### config.mk
export PLATFORM = sky130hd
export DESIGN_NAME = permutation_table_engine_unit_flat
export DESIGN_NICKNAME = d
export VERILOG_FILES = /design/src/design/pte_pkg.sv /design/src/design/pte_ifs.sv /design/src/design/permutation_table_engine_unit.sv /design/src/flat_wrapper.sv
export VERILOG_INCLUDE_DIRS = /design/src /design/src/design
export SDC_FILE = /design/constraint.sdc
export NUM_CORES = 1
export LEC_CHECK = 0
export BUFFER_PORTS_ARGS = -buffer_cell sky130_fd_sc_hd__clkbuf_2
export CAP_MARGIN = 20
export CORE_MARGIN = 5
export CORE_UTILIZATION = 50
export CTS_CLUSTER_DIAMETER = 60
export DETAILED_ROUTE_END_ITERATION = 6
export PLACE_DENSITY = 0.66
export RECOVER_POWER = 25
export SLEW_MARGIN = 0
export SYNTH_ARGS = -nofsm -noshare
export SYNTH_HDL_FRONTEND = slang
export SYNTH_SLANG_ARGS = --single-unit
### constraint.sdc
create_clock -name clk -period 3.3 [get_ports clk]
set_input_delay 0.495 -clock clk [delete_from_list [all_inputs] [get_ports clk]]
set_output_delay 0.495 -clock clk [all_outputs]
set_load 0.005 [all_outputs]
### src/design/permutation_table_engine_unit_defines.svh
// ----------------------------------------------------------------------------
// Permutation table engine assertion macros
// Shared property wrappers, clocked on clk and held off while arst_n is low.
// ----------------------------------------------------------------------------
`ifndef PERMUTATION_TABLE_ENGINE_UNIT_DEFINES_SVH
`define PERMUTATION_TABLE_ENGINE_UNIT_DEFINES_SVH

// The consequent must hold in the same cycle as the antecedent.
`define PTE_ASSERT_NOW(lbl, ante, cons, msg) \
lbl: assert property (@(posedge clk) disable iff (!arst_n) (ante) |-> (cons)) else $error(msg);

// The consequent must hold in the cycle after the antecedent.
`define PTE_ASSERT_NEXT(lbl, ante, cons, msg) \
lbl: assert property (@(posedge clk) disable iff (!arst_n) (ante) |=> (cons)) else $error(msg);

`endif

### src/design/pte_pkg.sv
// ----------------------------------------------------------------------------
// Permutation table engine package
// Widths, command codes and sequencer states shared by the engine files.
// ----------------------------------------------------------------------------
package pte_pkg;

	localparam int MAX_LETTERS = 32;
	localparam int MAX_RESULTS = 16;
	localparam int LETTER_W    = $clog2(MAX_LETTERS);
	localparam int SIZE_W      = 6;
	localparam int CMD_W       = 3;
	localparam int IN_W        = 8;
	localparam int MODCNT_W    = $clog2(IN_W);
	localparam int PAIRCNT_W   = $clog2(MAX_RESULTS + 1);

	localparam logic [SIZE_W-1:0] SIZE_RESET = SIZE_W'(26);

	localparam logic [CMD_W-1:0] CMD_LOAD   = 3'd0;
	localparam logic [CMD_W-1:0] CMD_SWAP   = 3'd1;
	localparam logic [CMD_W-1:0] CMD_RD_FWD = 3'd2;
	localparam logic [CMD_W-1:0] CMD_RD_INV = 3'd3;
	localparam logic [CMD_W-1:0] CMD_TEST   = 3'd4;

	typedef enum logic [4:0] {
		ST_IDLE,
		ST_MOD,
		ST_LD_WR,
		ST_SW_P1,
		ST_SW_P2,
		ST_SW_R1,
		ST_SW_V1,
		ST_SW_R2,
		ST_SW_V2,
		ST_SW_W2,
		ST_SW_W3,
		ST_SW_W4,
		ST_RD_A,
		ST_RD_E,
		ST_T1_RD,
		ST_T1_CK,
		ST_T2_RD,
		ST_T2_CK,
		ST_T2_END
	} state_t;

endpackage

### src/design/pte_ifs.sv
// ----------------------------------------------------------------------------
// Permutation table engine channels
// Valid/ready channels for configuration, command words and result words.
// ----------------------------------------------------------------------------
interface pte_cfg_if;
	logic                          valid;
	logic                          ready;
	logic [pte_pkg::SIZE_W-1:0]    size_in_use;

	modport source (output valid, output size_in_use, input ready);
	modport sink   (input valid, input size_in_use, output ready);
endinterface

interface pte_item_if;
	logic                          valid;
	logic                          ready;
	logic [pte_pkg::CMD_W-1:0]     cmd;
	logic [pte_pkg::IN_W-1:0]      index_a;
	logic [pte_pkg::IN_W-1:0]      index_b;
	logic [pte_pkg::IN_W-1:0]      entry_value;

	modport source (output valid, output cmd, output index_a, output index_b,
		output entry_value, input ready);
	modport sink   (input valid, input cmd, input index_a, input index_b,
		input entry_value, output ready);
endinterface

interface pte_result_if;
	logic                          valid;
	logic                          ready;
	logic [pte_pkg::LETTER_W-1:0]  read_value;
	logic [pte_pkg::LETTER_W-1:0]  pair_first;
	logic [pte_pkg::LETTER_W-1:0]  pair_second;
	logic                          is_involution;
	logic                          last;

	modport source (output valid, output read_value, output pair_first,
		output pair_second, output is_involution, output last, input ready);
	modport sink   (input valid, input read_value, input pair_first,
		input pair_second, input is_involution, input last, output ready);
endinterface

### src/design/permutation_table_engine_unit.sv
// ----------------------------------------------------------------------------
// Permutation table engine
// Forward and inverse letter tables with load, swap, read and involution test.
// ----------------------------------------------------------------------------
// Usage: the cfg channel writes size_in_use (always ready, write only while
// the engine is idle). The item channel takes one command word at a time;
// ready is high only while the sequencer is idle. Loads and swaps return no
// word, reads return one word, the involution test returns one failing word
// or up to sixteen pair words, the final one flagged by last.
// A dropped load or an unknown code leaves the sequencer idle. Every position
// or value reduction runs through a bit-serial remainder unit, and each table
// has a single read and a single write port, so the test walks the table twice.
// Reset clears the sequencer, the output register and sets size_in_use to 26;
// the table memories hold no reset value and must be loaded before use.
// A stalled receiver holds the result register; the next command word is
// still accepted, and the sequencer waits only when it has a word to emit.
// ----------------------------------------------------------------------------
`include "permutation_table_engine_unit_defines.svh"

module permutation_table_engine_unit (
	input  logic        clk,
	input  logic        arst_n,
	pte_cfg_if.sink     cfg,
	pte_item_if.sink    item,
	pte_result_if.source result
);

	localparam int LW = pte_pkg::LETTER_W;

	// Configuration and effective alphabet size.
	logic [pte_pkg::SIZE_W-1:0] size_q;
	logic [pte_pkg::SIZE_W-1:0] n_eff;

	// Sequencer state.
	pte_pkg::state_t state_q, state_d;
	pte_pkg::state_t mod_ret_q, mod_ret;

	// Latched command word.
	logic [pte_pkg::CMD_W-1:0] cmd_q;
	logic [pte_pkg::IN_W-1:0]  ia_q;
	logic [pte_pkg::IN_W-1:0]  ib_q;

	// Bit-serial remainder unit.
	logic [pte_pkg::IN_W-1:0]     mod_x_q;
	logic [LW-1:0]                mod_rem_q;
	logic [LW-1:0]                mod_rem_d;
	logic [LW:0]                  mod_trial;
	logic [pte_pkg::MODCNT_W-1:0] mod_cnt_q;
	logic                         mod_start;
	logic [pte_pkg::IN_W-1:0]     mod_src;

	// Table memories with registered read data.
	logic [LW-1:0] fwd_mem [pte_pkg::MAX_LETTERS];
	logic [LW-1:0] inv_mem [pte_pkg::MAX_LETTERS];
	logic [LW-1:0] fwd_rd_q, inv_rd_q;
	logic [LW-1:0] fwd_raddr, inv_raddr;
	logic          fwd_we, inv_we;
	logic [LW-1:0] fwd_waddr, fwd_wdata, inv_waddr, inv_wdata;

	// Swap scratch registers.
	logic [LW-1:0] p1_q, p2_q, v1_q, v2_q, t1_q;

	// Table scan for the involution test.
	logic [LW-1:0]                 c_q;
	logic                          c_clr, c_inc, c_last;
	logic [pte_pkg::PAIRCNT_W-1:0] pair_cnt_q;
	logic                          pend_v_q;
	logic [LW-1:0]                 pend_first_q, pend_second_q;
	logic                          pend_load, pend_clr;
	logic                          hit;
	logic                          scanning;

	// Output register.
	logic          out_valid_q;
	logic          out_free;
	logic          emit;
	logic [LW-1:0] emit_rv, emit_pf, emit_ps;
	logic          emit_inv, emit_last;
	logic [LW-1:0] rv_q, pf_q, ps_q;
	logic          inv_flag_q, last_q;

	logic accept;

	assign cfg.ready  = 1'b1;
	assign item.ready = (state_q == pte_pkg::ST_IDLE);
	assign accept     = item.valid && item.ready;
	assign out_free   = !out_valid_q || result.ready;

	// A size of zero behaves as one letter, anything above the table depth as
	// the full table.
	always_comb begin
		if (size_q == '0) begin
			n_eff = pte_pkg::SIZE_W'(1);
		end else if (size_q > pte_pkg::SIZE_W'(pte_pkg::MAX_LETTERS)) begin
			n_eff = pte_pkg::SIZE_W'(pte_pkg::MAX_LETTERS);
		end else begin
			n_eff = size_q;
		end
	end

	// One restoring remainder step: shift in the next dividend bit and
	// subtract the size if it fits. The partial remainder stays below n.
	assign mod_trial = {mod_rem_q, mod_x_q[pte_pkg::IN_W-1]};
	assign mod_rem_d = (mod_trial >= (LW+1)'(n_eff)) ?
		LW'(mod_trial - (LW+1)'(n_eff)) : LW'(mod_trial);

	assign c_last = (pte_pkg::SIZE_W'(c_q) == n_eff - pte_pkg::SIZE_W'(1));
	assign hit    = (c_q < fwd_rd_q);

	assign scanning = (state_q == pte_pkg::ST_T1_RD) || (state_q == pte_pkg::ST_T1_CK) ||
		(state_q == pte_pkg::ST_T2_RD) || (state_q == pte_pkg::ST_T2_CK);

	// Next state, memory ports and result word.
	always_comb begin
		state_d   = state_q;
		mod_start = 1'b0;
		mod_src   = '0;
		mod_ret   = pte_pkg::ST_IDLE;
		fwd_raddr = '0;
		inv_raddr = '0;
		fwd_we    = 1'b0;
		fwd_waddr = '0;
		fwd_wdata = '0;
		inv_we    = 1'b0;
		inv_waddr = '0;
		inv_wdata = '0;
		c_clr     = 1'b0;
		c_inc     = 1'b0;
		pend_load = 1'b0;
		pend_clr  = 1'b0;
		emit      = 1'b0;
		emit_rv   = '0;
		emit_pf   = '0;
		emit_ps   = '0;
		emit_inv  = 1'b0;
		emit_last = 1'b0;

		unique case (state_q)
			pte_pkg::ST_IDLE: begin
				if (accept) begin
					unique case (item.cmd) inside
						pte_pkg::CMD_LOAD: begin
							// Positions at or past the size are dropped.
							if (item.index_a < pte_pkg::IN_W'(n_eff)) begin
								mod_start = 1'b1;
								mod_src   = item.entry_value;
								mod_ret   = pte_pkg::ST_LD_WR;
								state_d   = pte_pkg::ST_MOD;
							end
						end
						pte_pkg::CMD_SWAP: begin
							mod_start = 1'b1;
							mod_src   = item.index_a;
							mod_ret   = pte_pkg::ST_SW_P1;
							state_d   = pte_pkg::ST_MOD;
						end
						pte_pkg::CMD_RD_FWD, pte_pkg::CMD_RD_INV: begin
							mod_start = 1'b1;
							mod_src   = item.index_a;
							mod_ret   = pte_pkg::ST_RD_A;
							state_d   = pte_pkg::ST_MOD;
						end
						pte_pkg::CMD_TEST: begin
							c_clr   = 1'b1;
							state_d = pte_pkg::ST_T1_RD;
						end
						default: begin
							state_d = pte_pkg::ST_IDLE;
						end
					endcase
				end
			end
			pte_pkg::ST_MOD: begin
				if (mod_cnt_q == pte_pkg::MODCNT_W'(pte_pkg::IN_W - 1)) begin
					state_d = mod_ret_q;
				end
			end
			pte_pkg::ST_LD_WR: begin
				fwd_we    = 1'b1;
				fwd_waddr = ia_q[LW-1:0];
				fwd_wdata = mod_rem_q;
				inv_we    = 1'b1;
				inv_waddr = mod_rem_q;
				inv_wdata = ia_q[LW-1:0];
				state_d   = pte_pkg::ST_IDLE;
			end
			pte_pkg::ST_SW_P1: begin
				mod_start = 1'b1;
				mod_src   = ib_q;
				mod_ret   = pte_pkg::ST_SW_P2;
				state_d   = pte_pkg::ST_MOD;
			end
			pte_pkg::ST_SW_P2: begin
				fwd_raddr = p1_q;
				state_d   = pte_pkg::ST_SW_R1;
			end
			pte_pkg::ST_SW_R1: begin
				mod_start = 1'b1;
				mod_src   = pte_pkg::IN_W'(fwd_rd_q);
				mod_ret   = pte_pkg::ST_SW_V1;
				state_d   = pte_pkg::ST_MOD;
			end
			pte_pkg::ST_SW_V1: begin
				fwd_raddr = p2_q;
				state_d   = pte_pkg::ST_SW_R2;
			end
			pte_pkg::ST_SW_R2: begin
				mod_start = 1'b1;
				mod_src   = pte_pkg::IN_W'(fwd_rd_q);
				mod_ret   = pte_pkg::ST_SW_V2;
				state_d   = pte_pkg::ST_MOD;
			end
			pte_pkg::ST_SW_V2: begin
				fwd_we    = 1'b1;
				fwd_waddr = p1_q;
				fwd_wdata = mod_rem_q;
				inv_raddr = v1_q;
				state_d   = pte_pkg::ST_SW_W2;
			end
			pte_pkg::ST_SW_W2: begin
				fwd_we    = 1'b1;
				fwd_waddr = p2_q;
				fwd_wdata = v1_q;
				inv_raddr = v2_q;
				state_d   = pte_pkg::ST_SW_W3;
			end
			pte_pkg::ST_SW_W3: begin
				inv_we    = 1'b1;
				inv_waddr = v1_q;
				inv_wdata = inv_rd_q;
				state_d   = pte_pkg::ST_SW_W4;
			end
			pte_pkg::ST_SW_W4: begin
				inv_we    = 1'b1;
				inv_waddr = v2_q;
				inv_wdata = t1_q;
				state_d   = pte_pkg::ST_IDLE;
			end
			pte_pkg::ST_RD_A: begin
				fwd_raddr = mod_rem_q;
				inv_raddr = mod_rem_q;
				state_d   = pte_pkg::ST_RD_E;
			end
			pte_pkg::ST_RD_E: begin
				// Keep the address so the read data holds while we wait.
				fwd_raddr = mod_rem_q;
				inv_raddr = mod_rem_q;
				if (out_free) begin
					emit      = 1'b1;
					emit_rv   = (cmd_q == pte_pkg::CMD_RD_INV) ? inv_rd_q : fwd_rd_q;
					emit_last = 1'b1;
					state_d   = pte_pkg::ST_IDLE;
				end
			end
			pte_pkg::ST_T1_RD: begin
				fwd_raddr = c_q;
				inv_raddr = c_q;
				state_d   = pte_pkg::ST_T1_CK;
			end
			pte_pkg::ST_T1_CK: begin
				fwd_raddr = c_q;
				inv_raddr = c_q;
				if ((fwd_rd_q == c_q) || (fwd_rd_q != inv_rd_q)) begin
					// Fixed point or asymmetric entry: report one failing word.
					pend_clr = 1'b1;
					state_d  = pte_pkg::ST_T2_END;
				end else if (c_last) begin
					pend_clr = 1'b1;
					c_clr    = 1'b1;
					state_d  = pte_pkg::ST_T2_RD;
				end else begin
					c_inc   = 1'b1;
					state_d = pte_pkg::ST_T1_RD;
				end
			end
			pte_pkg::ST_T2_RD: begin
				fwd_raddr = c_q;
				state_d   = pte_pkg::ST_T2_CK;
			end
			pte_pkg::ST_T2_CK: begin
				fwd_raddr = c_q;
				// A found pair is held back one step so the final one can carry
				// the last flag; it goes out when the next pair turns up.
				if (!(hit && pend_v_q && !out_free)) begin
					if (hit) begin
						pend_load = 1'b1;
						emit      = pend_v_q;
						emit_pf   = pend_first_q;
						emit_ps   = pend_second_q;
						emit_inv  = 1'b1;
					end
					if ((hit && (pair_cnt_q == pte_pkg::PAIRCNT_W'(pte_pkg::MAX_RESULTS - 1)))
							|| c_last) begin
						state_d = pte_pkg::ST_T2_END;
					end else begin
						c_inc   = 1'b1;
						state_d = pte_pkg::ST_T2_RD;
					end
				end
			end
			pte_pkg::ST_T2_END: begin
				if (out_free) begin
					emit      = 1'b1;
					emit_pf   = pend_v_q ? pend_first_q : '0;
					emit_ps   = pend_v_q ? pend_second_q : '0;
					emit_inv  = pend_v_q;
					emit_last = 1'b1;
					state_d   = pte_pkg::ST_IDLE;
				end
			end
			default: begin
				state_d = pte_pkg::ST_IDLE;
			end
		endcase
	end

	// Control registers.
	always_ff @(posedge clk or negedge arst_n) begin
		if (!arst_n) begin
			state_q     <= pte_pkg::ST_IDLE;
			mod_ret_q   <= pte_pkg::ST_IDLE;
			mod_cnt_q   <= '0;
			size_q      <= pte_pkg::SIZE_RESET;
			c_q         <= '0;
			pair_cnt_q  <= '0;
			pend_v_q    <= 1'b0;
			out_valid_q <= 1'b0;
		end else begin
			state_q <= state_d;
			if (cfg.valid) begin
				size_q <= cfg.size_in_use;
			end
			if (mod_start) begin
				mod_ret_q <= mod_ret;
				mod_cnt_q <= '0;
			end else if (state_q == pte_pkg::ST_MOD) begin
				mod_cnt_q <= mod_cnt_q + pte_pkg::MODCNT_W'(1);
			end
			if (c_clr) begin
				c_q <= '0;
			end else if (c_inc) begin
				c_q <= c_q + LW'(1);
			end
			if (pend_clr) begin
				pend_v_q   <= 1'b0;
				pair_cnt_q <= '0;
			end else if (pend_load) begin
				pend_v_q   <= 1'b1;
				pair_cnt_q <= pair_cnt_q + pte_pkg::PAIRCNT_W'(1);
			end
			out_valid_q <= emit || (out_valid_q && !result.ready);
		end
	end

	// Datapath registers.
	always_ff @(posedge clk) begin
		if (accept) begin
			cmd_q <= item.cmd;
			ia_q  <= item.index_a;
			ib_q  <= item.index_b;
		end
		if (mod_start) begin
			mod_x_q   <= mod_src;
			mod_rem_q <= '0;
		end else if (state_q == pte_pkg::ST_MOD) begin
			mod_x_q   <= mod_x_q << 1;
			mod_rem_q <= mod_rem_d;
		end
		if (state_q == pte_pkg::ST_SW_P1) begin
			p1_q <= mod_rem_q;
		end
		if (state_q == pte_pkg::ST_SW_P2) begin
			p2_q <= mod_rem_q;
		end
		if (state_q == pte_pkg::ST_SW_V1) begin
			v1_q <= mod_rem_q;
		end
		if (state_q == pte_pkg::ST_SW_V2) begin
			v2_q <= mod_rem_q;
		end
		if (state_q == pte_pkg::ST_SW_W2) begin
			t1_q <= inv_rd_q;
		end
		if (pend_load) begin
			pend_first_q  <= c_q;
			pend_second_q <= fwd_rd_q;
		end
		if (emit) begin
			rv_q       <= emit_rv;
			pf_q       <= emit_pf;
			ps_q       <= emit_ps;
			inv_flag_q <= emit_inv;
			last_q     <= emit_last;
		end
	end

	// Table memories: one write and one registered read port each.
	always_ff @(posedge clk) begin
		if (fwd_we) begin
			fwd_mem[fwd_waddr] <= fwd_wdata;
		end
		fwd_rd_q <= fwd_mem[fwd_raddr];
	end

	always_ff @(posedge clk) begin
		if (inv_we) begin
			inv_mem[inv_waddr] <= inv_wdata;
		end
		inv_rd_q <= inv_mem[inv_raddr];
	end

	assign result.valid         = out_valid_q;
	assign result.read_value    = rv_q;
	assign result.pair_first    = pf_q;
	assign result.pair_second   = ps_q;
	assign result.is_involution = inv_flag_q;
	assign result.last          = last_q;

	// The scan index never walks past the letters in use.
	`PTE_ASSERT_NOW(a_scan_in_range, scanning, pte_pkg::SIZE_W'(c_q) < n_eff, "scan index beyond alphabet size")

	// A held pair is always ordered as the listing requires.
	`PTE_ASSERT_NOW(a_pend_ordered, pend_v_q, pend_first_q < pend_second_q, "held pair is not ascending")

	// Closing the test with room in the output register puts a word out.
	`PTE_ASSERT_NEXT(a_end_emits, (state_q == pte_pkg::ST_T2_END) && out_free, out_valid_q && last_q, "test end produced no final word")

endmodule
### src/flat_wrapper.sv
// flat-port wrapper written by rule: the top's interface ports become plain ports
module permutation_table_engine_unit_flat 
  (clk, arst_n, cfg_valid, cfg_size_in_use, cfg_ready, item_valid, item_cmd, item_index_a, item_index_b, item_entry_value, item_ready, result_valid, result_read_value, result_pair_first, result_pair_second, result_is_involution, result_last, result_ready);
  pte_cfg_if cfg_i ();
  pte_item_if item_i ();
  pte_result_if result_i ();
  input  logic clk;
  input  logic arst_n;
  input wire logic [$bits(cfg_i.valid)-1:0] cfg_valid;
  input wire logic [$bits(cfg_i.size_in_use)-1:0] cfg_size_in_use;
  output wire logic [$bits(cfg_i.ready)-1:0] cfg_ready;
  input wire logic [$bits(item_i.valid)-1:0] item_valid;
  input wire logic [$bits(item_i.cmd)-1:0] item_cmd;
  input wire logic [$bits(item_i.index_a)-1:0] item_index_a;
  input wire logic [$bits(item_i.index_b)-1:0] item_index_b;
  input wire logic [$bits(item_i.entry_value)-1:0] item_entry_value;
  output wire logic [$bits(item_i.ready)-1:0] item_ready;
  output wire logic [$bits(result_i.valid)-1:0] result_valid;
  output wire logic [$bits(result_i.read_value)-1:0] result_read_value;
  output wire logic [$bits(result_i.pair_first)-1:0] result_pair_first;
  output wire logic [$bits(result_i.pair_second)-1:0] result_pair_second;
  output wire logic [$bits(result_i.is_involution)-1:0] result_is_involution;
  output wire logic [$bits(result_i.last)-1:0] result_last;
  input wire logic [$bits(result_i.ready)-1:0] result_ready;
  assign cfg_i.valid = cfg_valid;
  assign cfg_i.size_in_use = cfg_size_in_use;
  assign cfg_ready = cfg_i.ready;
  assign item_i.valid = item_valid;
  assign item_i.cmd = item_cmd;
  assign item_i.index_a = item_index_a;
  assign item_i.index_b = item_index_b;
  assign item_i.entry_value = item_entry_value;
  assign item_ready = item_i.ready;
  assign result_valid = result_i.valid;
  assign result_read_value = result_i.read_value;
  assign result_pair_first = result_i.pair_first;
  assign result_pair_second = result_i.pair_second;
  assign result_is_involution = result_i.is_involution;
  assign result_last = result_i.last;
  assign result_i.ready = result_ready;
  permutation_table_engine_unit u_core (.clk(clk), .arst_n(arst_n), .cfg(cfg_i), .item(item_i), .result(result_i));
endmodule
==> out/metrics.yaml <==
cp-end-kind: "flip-flop"
gp_congestion: 0.9261
worst_pin_slew_ns: 1.812
crit_buf_inv: 3
layout.cells.most_common: "edfxtp_1"
cpMostUsedCell: "nor2_1"
worstPathCellList: "buf_4 > clkinv_1 > nor3_4 > buf_4 > nor2_1 > nor2_1 > nand2_1 > nor2_1"
htreeDepth: 2
reg2reg_from: "u_core.state_q[3]"
holdPathEnd: "u_core.ib_q[1]"
cpMaxStageDelayCell: "nor2_1"
synthesis.area_um2: 19300
synth_top_family_by_area: "multiplexers"
vias: 12051
period_share_pct: 94.63
finalHoldViolCount: 0
finalMaxSlewViolations: 31
critical_path_depth: 8
min_path_type: "in -> reg"
slowest_delay_ns: 0.55
post-dp-hpwl_um: 30890
fin_util_pct: 57.87
ys_async_sr_fraction_pct: 6.803
first_global_vias: 12041
synth_compound_area_share_pct: 9.553
holdCritStartpoint: "item_index_b[1]"
wl_per_cell_um: 21.78
rsz0062_at_grt: "true"
rrSetupSlack_ns: 0.18
synthCells: 1363
nNetsFinal: 1574
p_leak_nw: 7.968
slew_headroom_pct: -20.81
max_freq_mhz: 320.2
clkTransAtPathRegs_ns: 0.06
vias_per_cell: 5.830
fin_crit_ns: 3.123
synthXorXnorAreaFrac_pct: 0.7259
finClkSkew_ns: 0.03020
min_path_cells: 1
num_io_pins: 58
synth-warning-count: 0
yosys.area_share.simple_pct: 8.594
numCtsBuffers: 45
synthAdderAreaFrac_pct: 1.530
synth_nets: 1424
worst_setup_path_start_kind: "flip-flop"
failed_checks: "max-capacitance violations, max-slew violations"
start_util_pct: 50.19
finalSetupViolCount: 0
dp.cells: 1970
drtPass1Iterations: 5
status: "finished with violations"
diodes: 0
synth_seq_cells: 441
antenna_found_initial: 0
clockBufferDepth: 3
path_class: "reg -> reg"
ys_seq_area_share_pct: 67.06
tritoncts: "built"
grt_max_degree: 43
antenna_left: 0
grt_pass1_wl_um: 69670
ys_types: 76
fin_cells: 2067
worst-path-max-fanout: 11
rows: 72
synth_flop_cell: "edfxtp_1"
layout_common_cells: "396 x edfxtp_1, 175 x mux2i_1, 107 x nand2_1"
coreArea_um2: 38470
finalSetupTns_ns: 0
drive_gt1_share_pct: 15.82
portBuffers: 56
clock_latency_ns: 0.58
timing.rr.end: "u_core.fwd_mem[9][2]"
cts_root_buffer: "clkbuf_16"
power_w: 0.01704
drc_errors: 0
grt_use_total_pct: 21.47
critical_path_required_ns: 3.51
grt_overflow: 0
power_density_nw_per_um2: 765.3
worstPathArrival_ns: 3.34
synthMuxAreaShare_pct: 9.949
die_h_um: 206.5
r2r_cells: 8
cts.sinks: 441
totalWireLength_um: 45030
syn_avg_cell_area_um2: 14.16
synth_edf_count: 396
die_area_um2: 42640
initialDrtViolationCount: 975
area_growth_pct: 15.32
fp.dieW_um: 206.5
maxCapViolCount: 1
irDropWorstVdd_uv: 553.0
cpLargestDelayFamily: "simple AND/OR/NAND/NOR gates"
## sequential cells by signal, indices dropped and copies added (netlist names), 6 cells and up
name	flops
u_core.fwd_mem	160
u_core.size_q	6
u_core.mod_x_q	8
u_core.ib_q	8
u_core.inv_mem	160
## cell usage after synthesis, types with 9 or more instances
cell        n  area, um2
buf_2      24      120.1
o22ai_1    21      131.4
mux2i_1   175       1752
nand2b_1   10      62.56
xnor2_1    11      96.34
a21oi_1    25      125.1
edfxtp_1  396      11890
a22oi_1    14      105.1
inv_1      29      108.9
nor3b_1     9      67.56
a222oi_1   14      140.1
a211oi_1   30      225.2
o21ai_0    36      180.2
buf_4      13      97.59
a21boi_0   17      127.6
a31oi_1     9      56.30
and2_1     18      112.6
dfxtp_1    15      300.3
nand3_1    27      135.1
nor2_1    110      412.9
clkbuf_1   24      90.09
a311oi_1   22      192.7
nand2_1   107      401.6
dfrtp_1    27      675.7
ha_1       22      275.3
## final cells by class
cell class                 instances  area (um2)
clock buffer                      56        1189
clock inverter                    27       306.5
fill                            3085       16200
inverter                          30       112.6
multi-input combinational        824        5923
sequential                       441       12950
tap                              518       648.1
timing repair buffer             171        1136
## how the worst max path moves through the flow
stage	startpoint	to	slack, ns
finish	u_core.state_q[3]	u_core.fwd_mem[9][2]	0.18
global route	u_core.state_q[3]	u_core.inv_mem[13][2]	-0.006
CTS	u_core.state_q[0]	u_core.inv_rd_q[0]	0.10
detailed placement	u_core.state_q[0]	u_core.inv_rd_q[3]	0.12
global placement	u_core.state_q[0]	u_core.inv_rd_q[0]	0.18
floorplan	u_core.size_q[3]	u_core.mod_x_q[0]	0.32
## worst reg2reg max path, delay by kind of cell, from the launching register on
family | cells | cell delay, ns
simple gates | 5 | 1.52
flops | 1 | 0.52
buf+inv | 3 | 0.73
## per-stage QoR
step           hold WS (ns)  worst slack [ns]  area [um2]
5_1_grt             0.07646         -0.006222       22260
4_1_cts             0.01748            0.1023       22190
2_1_floorplan        0.1994            0.3224       19300
3_3_place_gp         0.4619            0.1819       20690
3_5_place_dp         0.4741            0.1191       20690
6_report            0.09260            0.1772       22260
## per-layer routing
| layer | track usage, % | up-vias | routed length [um] |
|---|---|---|---|
| met1 | 29.73 | 6000 | 19550 |
| met2 | 34.65 | 370 | 21490 |
| li1 | - | 5599 | - |
| met3 | 3.609 | 82 | 2665 |
| met5 | 0 | - | 0 |
| met4 | 7.438 | 0 | 1326 |
## cell families (layout without fill, tap and decap cells)
kind of cell,Yosys count,after routing
AOI/OAI and AO/OA,253,253
xor gates and xnor gates,16,16
adders and majority gates,23,23
buffers and inverters,98,284
DFF,441,441
muxes,186,186
other,1,1
and+or+nand+nor,345,345
## repair_timing
| item | in CTS | in global routing |
|---|---|---|
| setup endpoints to repair | 0 | 75 |
| setup buffers | 0 | 14 |
| gates resized for setup | 0 | 10 |
| hold buffers | 0 | 0 |
| endpoints found under the hold margin | 0 | 0 |
## power by group
group	total, W	internal [W]	leakage (nW)	switching, W
combinational	0.00449	0.00171	3.09	0.00277
sequential	0.00742	0.00698	4.16	0.000445
clock	0.00513	0.00304	0.715	0.00209
(Power assumes the default switching activity.)
